File: config.mk
export PLATFORM = sky130hd
export DESIGN_NAME = fan_curve_pwm_controller_core
export DESIGN_NICKNAME = d
export VERILOG_FILES = /design/src/hdl/fcpc_pkg.sv /design/src/hdl/fcpc_csr.sv /design/src/hdl/fcpc_div.sv /design/src/hdl/fcpc_mul.sv /design/src/hdl/fan_curve_pwm_controller_core.sv
export SDC_FILE = /design/constraint.sdc
export NUM_CORES = 1
export LEC_CHECK = 0
export BUFFER_PORTS_ARGS = -buffer_cell sky130_fd_sc_hd__buf_2
export CELL_PAD_IN_SITES_DETAIL_PLACEMENT = 1
export CELL_PAD_IN_SITES_GLOBAL_PLACEMENT = 1
export CORE_UTILIZATION = 50
export DETAILED_ROUTE_END_ITERATION = 6
export PLACE_DENSITY_LB_ADDON = 0.12
export SETUP_SLACK_MARGIN = 0.2
export SYNTH_ARGS = -nofsm -noshare
export SYNTH_HDL_FRONTEND = slang
export SYNTH_HIERARCHICAL = 1
export SYNTH_SLANG_ARGS = --single-unit
File: constraint.sdc
create_clock -name clock -period 12.4 [get_ports clock]
set_input_delay 0 -clock clock [delete_from_list [all_inputs] [get_ports clock]]
set_output_delay 0 -clock clock [all_outputs]
set_load 0.005 [all_outputs]
File: src/hdl/fcpc_pkg.sv
`timescale 1ns / 1ps
// ----------------------------------------------------------------------------
// Fan curve PWM controller package
// Shared widths, register indexes, reset values and the configuration bundle.
// ----------------------------------------------------------------------------
package fcpc_pkg;

   localparam int FCPC_TEMP_W  = 8;
   localparam int FCPC_SPEED_W = 7;
   localparam int FCPC_HYST_W  = 8;
   localparam int FCPC_ADDR_W  = 5;
   localparam int FCPC_DATA_W  = 32;
   localparam int FCPC_PWM_SLOTS = 10;

   // Divider: magnitude of a speed difference over a breakpoint distance.
   localparam int FCPC_DIVISOR_W = 8;
   localparam int FCPC_STEPS     = FCPC_SPEED_W;
   localparam int FCPC_CNT_W     = $clog2(FCPC_STEPS + 1);

   typedef enum logic [2:0] {
      REG_TEMP_LOW   = 3'd0,
      REG_TEMP_MID   = 3'd1,
      REG_TEMP_HIGH  = 3'd2,
      REG_SPEED_LOW  = 3'd3,
      REG_SPEED_MID  = 3'd4,
      REG_SPEED_HIGH = 3'd5,
      REG_HYSTERESIS = 3'd6
   } fcpc_reg_type;

   localparam logic [FCPC_TEMP_W-1:0]  RST_TEMP_LOW   = 8'd40;
   localparam logic [FCPC_TEMP_W-1:0]  RST_TEMP_MID   = 8'd41;
   localparam logic [FCPC_TEMP_W-1:0]  RST_TEMP_HIGH  = 8'd70;
   localparam logic [FCPC_SPEED_W-1:0] RST_SPEED_LOW  = 7'd0;
   localparam logic [FCPC_SPEED_W-1:0] RST_SPEED_MID  = 7'd20;
   localparam logic [FCPC_SPEED_W-1:0] RST_SPEED_HIGH = 7'd100;
   localparam logic [FCPC_HYST_W-1:0]  RST_HYSTERESIS = 8'd1;

   typedef struct packed {
      logic signed [FCPC_TEMP_W-1:0] temp_low;
      logic signed [FCPC_TEMP_W-1:0] temp_mid;
      logic signed [FCPC_TEMP_W-1:0] temp_high;
      logic [FCPC_SPEED_W-1:0]       speed_low;
      logic [FCPC_SPEED_W-1:0]       speed_mid;
      logic [FCPC_SPEED_W-1:0]       speed_high;
      logic [FCPC_HYST_W-1:0]        hysteresis;
   } fcpc_cfg_type;

endpackage

File: src/hdl/fcpc_csr.sv
`timescale 1ns / 1ps
// ----------------------------------------------------------------------------
// Fan curve configuration registers
// APB-style register file holding the curve breakpoints and the hysteresis.
// ----------------------------------------------------------------------------
module fcpc_csr
   import fcpc_pkg::*;
(
   input  logic                   clock,
   input  logic                   reset,
   input  logic                   csr_psel,
   input  logic                   csr_penable,
   input  logic                   csr_pwrite,
   input  logic [FCPC_ADDR_W-1:0] csr_paddr,
   input  logic [FCPC_DATA_W-1:0] csr_pwdata,
   output logic [FCPC_DATA_W-1:0] csr_prdata,
   output logic                   csr_pready,
   output fcpc_cfg_type           cfg
);

   fcpc_cfg_type cfg_ff, cfg_in;
   fcpc_reg_type reg_sel;
   logic         wr_en;

   assign reg_sel    = fcpc_reg_type'(csr_paddr[FCPC_ADDR_W-1:2]);
   assign wr_en      = csr_psel & csr_penable & csr_pwrite;
   assign csr_pready = 1'b1;
   assign cfg        = cfg_ff;

   always_comb begin
      cfg_in = cfg_ff;
      if (wr_en) begin
         case (reg_sel)
            REG_TEMP_LOW:   cfg_in.temp_low   = csr_pwdata[FCPC_TEMP_W-1:0];
            REG_TEMP_MID:   cfg_in.temp_mid   = csr_pwdata[FCPC_TEMP_W-1:0];
            REG_TEMP_HIGH:  cfg_in.temp_high  = csr_pwdata[FCPC_TEMP_W-1:0];
            REG_SPEED_LOW:  cfg_in.speed_low  = csr_pwdata[FCPC_SPEED_W-1:0];
            REG_SPEED_MID:  cfg_in.speed_mid  = csr_pwdata[FCPC_SPEED_W-1:0];
            REG_SPEED_HIGH: cfg_in.speed_high = csr_pwdata[FCPC_SPEED_W-1:0];
            REG_HYSTERESIS: cfg_in.hysteresis = csr_pwdata[FCPC_HYST_W-1:0];
            default:        cfg_in = cfg_ff;
         endcase
      end
   end

   always_comb begin
      case (reg_sel)
         REG_TEMP_LOW:   csr_prdata = FCPC_DATA_W'(cfg_ff.temp_low);
         REG_TEMP_MID:   csr_prdata = FCPC_DATA_W'(cfg_ff.temp_mid);
         REG_TEMP_HIGH:  csr_prdata = FCPC_DATA_W'(cfg_ff.temp_high);
         REG_SPEED_LOW:  csr_prdata = FCPC_DATA_W'(cfg_ff.speed_low);
         REG_SPEED_MID:  csr_prdata = FCPC_DATA_W'(cfg_ff.speed_mid);
         REG_SPEED_HIGH: csr_prdata = FCPC_DATA_W'(cfg_ff.speed_high);
         REG_HYSTERESIS: csr_prdata = FCPC_DATA_W'(cfg_ff.hysteresis);
         default:        csr_prdata = '0;
      endcase
   end

   always_ff @(posedge clock) begin
      if (reset) begin
         cfg_ff.temp_low   <= RST_TEMP_LOW;
         cfg_ff.temp_mid   <= RST_TEMP_MID;
         cfg_ff.temp_high  <= RST_TEMP_HIGH;
         cfg_ff.speed_low  <= RST_SPEED_LOW;
         cfg_ff.speed_mid  <= RST_SPEED_MID;
         cfg_ff.speed_high <= RST_SPEED_HIGH;
         cfg_ff.hysteresis <= RST_HYSTERESIS;
      end else begin
         cfg_ff <= cfg_in;
      end
   end

endmodule

File: src/hdl/fcpc_div.sv
`timescale 1ns / 1ps
// ----------------------------------------------------------------------------
// Fan curve slope divider
// Bit-serial restoring divider, one quotient bit per cycle.
// ----------------------------------------------------------------------------
module fcpc_div
   import fcpc_pkg::*;
(
   input  logic                      clock,
   input  logic                      reset,
   input  logic                      start,
   input  logic [FCPC_SPEED_W-1:0]   dividend,
   input  logic [FCPC_DIVISOR_W-1:0] divisor,
   output logic                      done,
   output logic [FCPC_SPEED_W-1:0]   quotient
);

   logic [FCPC_CNT_W-1:0]     count_ff, count_in;
   logic                      done_ff, done_in;
   logic [FCPC_DIVISOR_W-1:0] rem_ff, rem_in;
   logic [FCPC_DIVISOR_W-1:0] dsr_ff, dsr_in;
   // Dividend bits leave at the top while quotient bits enter at the bottom.
   logic [FCPC_SPEED_W-1:0]   quo_ff, quo_in;
   logic [FCPC_DIVISOR_W:0]   trial;
   logic                      fits;

   assign trial = {rem_ff, quo_ff[FCPC_SPEED_W-1]};
   assign fits  = trial >= {1'b0, dsr_ff};

   always_comb begin
      count_in = count_ff;
      done_in  = 1'b0;
      rem_in   = rem_ff;
      dsr_in   = dsr_ff;
      quo_in   = quo_ff;
      if (start) begin
         count_in = FCPC_CNT_W'(FCPC_STEPS);
         rem_in   = '0;
         dsr_in   = divisor;
         quo_in   = dividend;
      end else if (count_ff != '0) begin
         count_in = count_ff - 1'b1;
         done_in  = (count_ff == FCPC_CNT_W'(1));
         rem_in   = fits ? FCPC_DIVISOR_W'(trial - {1'b0, dsr_ff})
                         : trial[FCPC_DIVISOR_W-1:0];
         quo_in   = {quo_ff[FCPC_SPEED_W-2:0], fits};
      end
   end

   always_ff @(posedge clock) begin
      if (reset) begin
         count_ff <= '0;
         done_ff  <= 1'b0;
      end else begin
         count_ff <= count_in;
         done_ff  <= done_in;
      end
      rem_ff <= rem_in;
      dsr_ff <= dsr_in;
      quo_ff <= quo_in;
   end

   assign done     = done_ff;
   assign quotient = quo_ff;

endmodule

File: src/hdl/fcpc_mul.sv
`timescale 1ns / 1ps
// ----------------------------------------------------------------------------
// Fan curve slope multiplier
// Bit-serial shift-and-add multiplier keeping the low speed-width bits.
// ----------------------------------------------------------------------------
module fcpc_mul
   import fcpc_pkg::*;
(
   input  logic                    clock,
   input  logic                    reset,
   input  logic                    start,
   input  logic [FCPC_SPEED_W-1:0] multiplicand,
   input  logic [FCPC_SPEED_W-1:0] multiplier,
   output logic                    done,
   output logic [FCPC_SPEED_W-1:0] product
);

   logic [FCPC_CNT_W-1:0]   count_ff, count_in;
   logic                    done_ff, done_in;
   logic [FCPC_SPEED_W-1:0] mcand_ff, mcand_in;
   logic [FCPC_SPEED_W-1:0] mplier_ff, mplier_in;
   logic [FCPC_SPEED_W-1:0] acc_ff, acc_in;

   // Multiplier bits are taken most significant first; only the result
   // modulo two to the speed width is needed, so everything stays narrow.
   always_comb begin
      count_in  = count_ff;
      done_in   = 1'b0;
      mcand_in  = mcand_ff;
      mplier_in = mplier_ff;
      acc_in    = acc_ff;
      if (start) begin
         count_in  = FCPC_CNT_W'(FCPC_STEPS);
         mcand_in  = multiplicand;
         mplier_in = multiplier;
         acc_in    = '0;
      end else if (count_ff != '0) begin
         count_in  = count_ff - 1'b1;
         done_in   = (count_ff == FCPC_CNT_W'(1));
         acc_in    = {acc_ff[FCPC_SPEED_W-2:0], 1'b0}
                   + (mplier_ff[FCPC_SPEED_W-1] ? mcand_ff : '0);
         mplier_in = {mplier_ff[FCPC_SPEED_W-2:0], 1'b0};
      end
   end

   always_ff @(posedge clock) begin
      if (reset) begin
         count_ff <= '0;
         done_ff  <= 1'b0;
      end else begin
         count_ff <= count_in;
         done_ff  <= done_in;
      end
      mcand_ff  <= mcand_in;
      mplier_ff <= mplier_in;
      acc_ff    <= acc_in;
   end

   assign done    = done_ff;
   assign product = acc_ff;

endmodule

File: src/hdl/fan_curve_pwm_controller_core.sv
`timescale 1ns / 1ps
// ----------------------------------------------------------------------------
// Fan curve PWM controller
// Three-point fan curve with hysteresis driving a slotted PWM line.
// ----------------------------------------------------------------------------
// Some items need no slope: a tick item, and a sample whose change stays
// within the hysteresis, lies below the first breakpoint, lies at or above the
// last one, or falls in no interval. Such an item's result is registered in
// the cycle after it is accepted, and the next item can follow right away
// while the receiver takes results. A sample that lands between two
// breakpoints runs the slope through a bit-serial divider and then a
// bit-serial multiplier: the divider's done starts the multiplier, and the
// multiplier's done registers the result. No item is taken until then. A
// finished result waits in the output register. The block takes the next item
// in the cycle the result leaves.
module fan_curve_pwm_controller_core
   import fcpc_pkg::*;
#(
   parameter int PWM_SLOTS = FCPC_PWM_SLOTS
)
(
   input  logic                          clock,
   input  logic                          reset,
   input  logic                          req_valid,
   output logic                          req_ready,
   input  logic                          req_mode,
   input  logic signed [FCPC_TEMP_W-1:0] req_temperature,
   output logic                          rsp_valid,
   input  logic                          rsp_ready,
   output logic [FCPC_SPEED_W-1:0]       rsp_speed_pct,
   output logic                          rsp_pwm_out,
   input  logic                          csr_psel,
   input  logic                          csr_penable,
   input  logic                          csr_pwrite,
   input  logic [FCPC_ADDR_W-1:0]        csr_paddr,
   input  logic [FCPC_DATA_W-1:0]        csr_pwdata,
   output logic [FCPC_DATA_W-1:0]        csr_prdata,
   output logic                          csr_pready
);

   localparam int SLOT_W  = $clog2(PWM_SLOTS);
   localparam int PROD_W  = 2 * SLOT_W;
   localparam int CMP_W   = (PROD_W > FCPC_SPEED_W) ? PROD_W : FCPC_SPEED_W;

   typedef enum logic [2:0] {
      ST_IDLE = 3'b001,
      ST_DIV  = 3'b010,
      ST_MUL  = 3'b100
   } state_type;

   fcpc_cfg_type cfg;

   state_type               state_ff, state_in;
   logic [FCPC_TEMP_W-1:0]  acc_temp_ff, acc_temp_in;
   logic [FCPC_SPEED_W-1:0] speed_ff, speed_in;
   logic [SLOT_W-1:0]       slot_ff, slot_in;
   logic                    level_ff, level_in;
   logic                    neg_ff, neg_in;
   logic [FCPC_SPEED_W-1:0] base_ff, base_in;
   logic [FCPC_SPEED_W-1:0] off_ff, off_in;
   logic                    rsp_valid_ff, rsp_valid_in;
   logic [FCPC_SPEED_W-1:0] rsp_speed_ff, rsp_speed_in;
   logic                    rsp_pwm_ff, rsp_pwm_in;

   logic                          req_fire;
   logic signed [FCPC_TEMP_W-1:0] t_val, p_low, p_mid, p_high, p0_sel, p1_sel;
   logic [FCPC_TEMP_W:0]          diff, abs_diff;
   logic                          over, below, above, hit_low, hit_high;
   logic                          needs_calc;
   logic [FCPC_SPEED_W-1:0]       s0_sel, s1_sel, edge_speed;
   logic [FCPC_TEMP_W:0]          span;
   logic [FCPC_SPEED_W:0]         dspeed, dspeed_mag;
   logic [CMP_W-1:0]              slot_scaled;
   logic                          tick_level;

   logic                    div_start, div_done, mul_start, mul_done;
   logic [FCPC_SPEED_W-1:0] quotient, product, signed_prod, calc_speed;

   fcpc_csr u_csr (
      .clock       (clock),
      .reset       (reset),
      .csr_psel    (csr_psel),
      .csr_penable (csr_penable),
      .csr_pwrite  (csr_pwrite),
      .csr_paddr   (csr_paddr),
      .csr_pwdata  (csr_pwdata),
      .csr_prdata  (csr_prdata),
      .csr_pready  (csr_pready),
      .cfg         (cfg)
   );

   assign t_val  = req_temperature;
   assign p_low  = cfg.temp_low;
   assign p_mid  = cfg.temp_mid;
   assign p_high = cfg.temp_high;

   // Distance from the held temperature (the last sample that left the band), as a nine-bit magnitude.
   assign diff     = {t_val[FCPC_TEMP_W-1], t_val} - {acc_temp_ff[FCPC_TEMP_W-1], acc_temp_ff};
   assign abs_diff = diff[FCPC_TEMP_W] ? (~diff + 1'b1) : diff;
   assign over     = abs_diff > {1'b0, cfg.hysteresis};

   assign below    = t_val < p_low;
   assign above    = t_val >= p_high;
   assign hit_low  = (t_val >= p_low) && (t_val < p_mid);
   assign hit_high = (t_val >= p_mid) && (t_val < p_high);

   // The upper interval wins when both hold.
   assign p0_sel = hit_high ? p_mid : p_low;
   assign p1_sel = hit_high ? p_high : p_mid;
   assign s0_sel = hit_high ? cfg.speed_mid : cfg.speed_low;
   assign s1_sel = hit_high ? cfg.speed_high : cfg.speed_mid;

   assign span       = {p1_sel[FCPC_TEMP_W-1], p1_sel} - {p0_sel[FCPC_TEMP_W-1], p0_sel};
   assign dspeed     = {1'b0, s1_sel} - {1'b0, s0_sel};
   assign dspeed_mag = dspeed[FCPC_SPEED_W] ? (~dspeed + 1'b1) : dspeed;

   assign needs_calc = over && !below && !above && (hit_low || hit_high);
   assign edge_speed = below ? cfg.speed_low : (above ? cfg.speed_high : speed_ff);

   assign slot_scaled = CMP_W'(slot_ff) * CMP_W'(PWM_SLOTS);
   assign tick_level  = slot_scaled <= CMP_W'(speed_ff);

   assign req_ready = (state_ff == ST_IDLE) && (!rsp_valid_ff || rsp_ready);
   assign req_fire  = req_valid && req_ready;
   assign div_start = req_fire && !req_mode && needs_calc;
   assign mul_start = (state_ff == ST_DIV) && div_done;

   fcpc_div u_div (
      .clock    (clock),
      .reset    (reset),
      .start    (div_start),
      .dividend (dspeed_mag[FCPC_SPEED_W-1:0]),
      .divisor  (span[FCPC_DIVISOR_W-1:0]),
      .done     (div_done),
      .quotient (quotient)
   );

   fcpc_mul u_mul (
      .clock        (clock),
      .reset        (reset),
      .start        (mul_start),
      .multiplicand (off_ff),
      .multiplier   (quotient),
      .done         (mul_done),
      .product      (product)
   );

   assign signed_prod = neg_ff ? (FCPC_SPEED_W'(0) - product) : product;
   assign calc_speed  = base_ff + signed_prod;

   always_comb begin
      state_in     = state_ff;
      acc_temp_in  = acc_temp_ff;
      speed_in     = speed_ff;
      slot_in      = slot_ff;
      level_in     = level_ff;
      neg_in       = neg_ff;
      base_in      = base_ff;
      off_in       = off_ff;
      rsp_valid_in = rsp_valid_ff && !rsp_ready;
      rsp_speed_in = rsp_speed_ff;
      rsp_pwm_in   = rsp_pwm_ff;

      case (state_ff)
         ST_IDLE: begin
            if (req_fire) begin
               if (req_mode) begin
                  level_in     = tick_level;
                  slot_in      = (slot_ff == SLOT_W'(PWM_SLOTS - 1)) ? '0 : slot_ff + 1'b1;
                  rsp_valid_in = 1'b1;
                  rsp_speed_in = speed_ff;
                  rsp_pwm_in   = tick_level;
               end else begin
                  slot_in = '0;
                  if (over) begin
                     acc_temp_in = t_val;
                  end
                  if (needs_calc) begin
                     state_in = ST_DIV;
                     neg_in   = dspeed[FCPC_SPEED_W];
                     base_in  = s0_sel;
                     off_in   = t_val[FCPC_SPEED_W-1:0] - p0_sel[FCPC_SPEED_W-1:0];
                  end else begin
                     if (over) begin
                        speed_in = edge_speed;
                     end
                     rsp_valid_in = 1'b1;
                     rsp_speed_in = over ? edge_speed : speed_ff;
                     rsp_pwm_in   = level_ff;
                  end
               end
            end
         end
         ST_DIV: begin
            if (div_done) begin
               state_in = ST_MUL;
            end
         end
         ST_MUL: begin
            if (mul_done) begin
               state_in     = ST_IDLE;
               speed_in     = calc_speed;
               rsp_valid_in = 1'b1;
               rsp_speed_in = calc_speed;
               rsp_pwm_in   = level_ff;
            end
         end
         default: begin
            state_in = ST_IDLE;
         end
      endcase
   end

   always_ff @(posedge clock) begin
      if (reset) begin
         state_ff     <= ST_IDLE;
         acc_temp_ff  <= '0;
         speed_ff     <= '0;
         slot_ff      <= '0;
         level_ff     <= 1'b1;
         rsp_valid_ff <= 1'b0;
      end else begin
         state_ff     <= state_in;
         acc_temp_ff  <= acc_temp_in;
         speed_ff     <= speed_in;
         slot_ff      <= slot_in;
         level_ff     <= level_in;
         rsp_valid_ff <= rsp_valid_in;
      end
      neg_ff       <= neg_in;
      base_ff      <= base_in;
      off_ff       <= off_in;
      rsp_speed_ff <= rsp_speed_in;
      rsp_pwm_ff   <= rsp_pwm_in;
   end

   assign rsp_valid     = rsp_valid_ff;
   assign rsp_speed_pct = rsp_speed_ff;
   assign rsp_pwm_out   = rsp_pwm_ff;

endmodule

==> qor.yml <==
dpl_cell_area_mm2: 0.0111
finalCritPeriodShare_pct: 44.9
timing.final.crit_period_ps: 5570
seq_area_mm2: 0.00356
hold_path.class: "input port to flop"
multi_input_area_mm2: 0.00637
cts_buffers: 17
drv_cap: 0
routed_wirelength_mm: 31.1
synth_edf_count: 52
ios: 96
antenna_left: 0
worst_pin_slew_ps: 1220
finalSetupViolations: 0
wl_per_cell_um: 20.2
area_growth_pct: 10.1
synth_nets: 1373
ctsResizeCount: 0
synth_cell_type_count: 88
timing.fmax_mhz: 179
antenna_found_initial: 0
cts_tree: "built"
grtUsageTotal_pct: 28.8
grt_pass1_vias: 9154
drive_gt1_share_pct: 12.4
grt-ovfl-total: 0
dpl_worst_slack_ps: 6990
critical_path_class: "input port to flop"
cp.arrival_ps: 5880
seq_area_frac_synth_pct: 33.1
start_util_pct: 51.1
clock-skew-final_ps: 12.9
dieHeight_um: 149
final_area_mm2: 0.0119
fill_cells: 2479
drt_iter0_drc: 494
slew_headroom_pct: 18.0
ys_async_sr_fraction_pct: 0
ir_drop_uv: 95.3
cts_setup_buffers: 0
crit_path_end_kind: "flop"
clk_latency_ps: 440
coreArea_mm2: 0.0211
antenna_cells: 0
postLayoutSetupSlackWorst_ps: 6830
syn_area_per_cell_um2: 8.88
vias: 9034
dieArea_mm2: 0.0221
outcome: "complete, no violations"
p_leak_uw: 0.00513
synth_warnings: 6
worstSetupStartpointType: "input port"
remaining_drc_errors: 0
grt_start_max_net_pins: 72
clk_pin_slew_worst_paths_ps: 70
syn_inst: 1212
numPortBuffers: 68
rsz0062_at_grt: "false"
hold_viol_final: 0
path_max_fanout: 25
htree_levels: 4
clkSinkCount: 152
required_ps: 12710
synth-seq-cells: 152
dp_hpwl_mm: 22.8
clockBufferDepth: 2
min_path_cells: 2
syn_area_mm2: 0.0108
die_x_um: 149
power.density_mw_per_mm2: 177
drtPass1Iterations: 5
hold_buffers: 18
drv_slew: 0
reg2reg_depth: 24
final.setup.tns_ps: 0
grt_pass1_wl_mm: 49.0
row_count: 53
root_buffer: "clkbuf_16"
fin_nets: 1408
viasPerCell: 5.89
gp_congestion: 0.879
synthFlopType: "dfxtp_1"
whs_ps: 48.7
[power by group]
part           total (uW)  switching [uW]  leakage [uW]  internal, uW
sequential            686            64.5       0.00130           621
clock                 539             230      0.000298           309
combinational         878             504       0.00354           374
total                2100             799       0.00513          1300
[cells by family after synthesis]
family | count (synthesis) | synth area share (%)
and+or+nand+nor | 328 | 15.5
AOI/OAI and AO/OA | 308 | 18.2
buffers and inverters | 182 | 8.01
DFF | 152 | 33.1
adders and majority gates | 108 | 13.1
muxes | 82 | 7.92
xor gates and xnor gates | 51 | 4.15
other | 1 | 0.0348
[worst max-delay path: stages]
cell and delay [ps]:
dlygate4sd3_1 520, buf_2 120, inv_1 130, ha_1 250, inv_1 70, fa_1 190, nand3_1 100, a21oi_1 270
o21ai_0 120, nand2b_1 140, nand2_1 60, a21oi_1 490, mux2_2 410, ha_1 300, nand3b_1 80, a21oi_1 120
o21ai_0 250, inv_1 110, a31oi_1 40, buf_4 200, nand2b_1 470, nor2_2 190, buf_4 340, clkinv_1 340
and3_1 270, a41oi_1 160, o21ai_0 100
[layout make-up]
| cell class | count | share of cell area (%) |
|---|---|---|
| Multi-Input combinational cell | 878 | 53.7 |
| Tap cell | 275 | 2.90 |
| Sequential cell | 152 | 30.1 |
| Clock buffer | 22 | 4.18 |
| Inverter | 103 | 3.26 |
| Timing Repair Buffer | 95 | 4.96 |
| Clock inverter | 10 | 0.897 |
[metal layers]
| metal | routed length, um | global-route usage (%) |
|---|---|---|
| met3 | 1390 | 4.89 |
| met5 | 0 | 0 |
| met4 | 1010 | 11.6 |
| met1 | 13700 | 35.9 |
| met2 | 15000 | 49.4 |
[final timing paths]
kind	slack [ps]	startpoint	end
max	6830	req_temperature[0]	u_div/rem_ff[5]$_SDFFE_PP0N_
min	50	reset	state_ff[2]$_SDFFE_PP0P_
max reg2reg	6920	acc_temp_ff[0]$_SDFFE_PP0P_	u_div/rem_ff[5]$_SDFFE_PP0N_
min reg2reg	430	off_ff[0]$_DFFE_PP_	u_mul/mcand_ff[0]$_DFFE_PP_
[state kept, by name, summed over array words and instances, names as in the netlist, 8 cells and up]
register	cells
acc_temp_ff	8
u_csr/cfg	53
u_div/rem_ff	8
u_div/dsr_ff	8
[cell usage in the layout (no fill, tap or decap), drive strengths merged, types with 9 or more instances in the layout]
cell type	count
ha	100
xnor2	34
nand2	52
nand2b	46
edfxtp	52
dlygate4sd3	18
xor2	17
mux2	26
nor2b	20
a31oi	11
o21ai	80
a21o	21
nand3	42
nor3	10
clkbuf	22
nor2	102
mux2i	56
dfxtp	100
a21oi	107
a32oi	9
buf	77
inv	107
[per-stage QoR]
step	util, %	total power [uW]	std cells
2_1_floorplan	-	1350	1212
3_3_place_gp	52.5	1510	1485
3_5_place_dp	52.5	1550	1485
4_1_cts	56.2	2110	1535
5_1_grt	56.2	2230	1535
6_report	56.2	2100	1535
[cells in the mapped netlist, drive strengths merged, types with 7 or more instances]
cell type  count  share of area (%)
mux2i         56                5.2
nand3         42                2.0
o21ai         80                3.8
a31oi         11               0.70
nand2         52                1.8
or3            7               0.45
a32oi          9               0.73
a21o          21                1.5
edfxtp        52                 15
nor3          10               0.51
xor2          17                1.4
a211oi         8               0.56
nor2b         20                1.2
nand2b        46                2.7
nand4          8               0.46
and3           8               0.46
buf           49                3.4
inv          102                3.6
o22ai          8               0.46
o21a           8               0.57
xnor2         34                2.8
a21oi        107                5.0
clkbuf        30                1.0
dfxtp        100                 19
mux2          26                2.7
fa             8                1.5
nor2         102                3.6
ha           100                 12
Power figures use the tool's default switching activity.
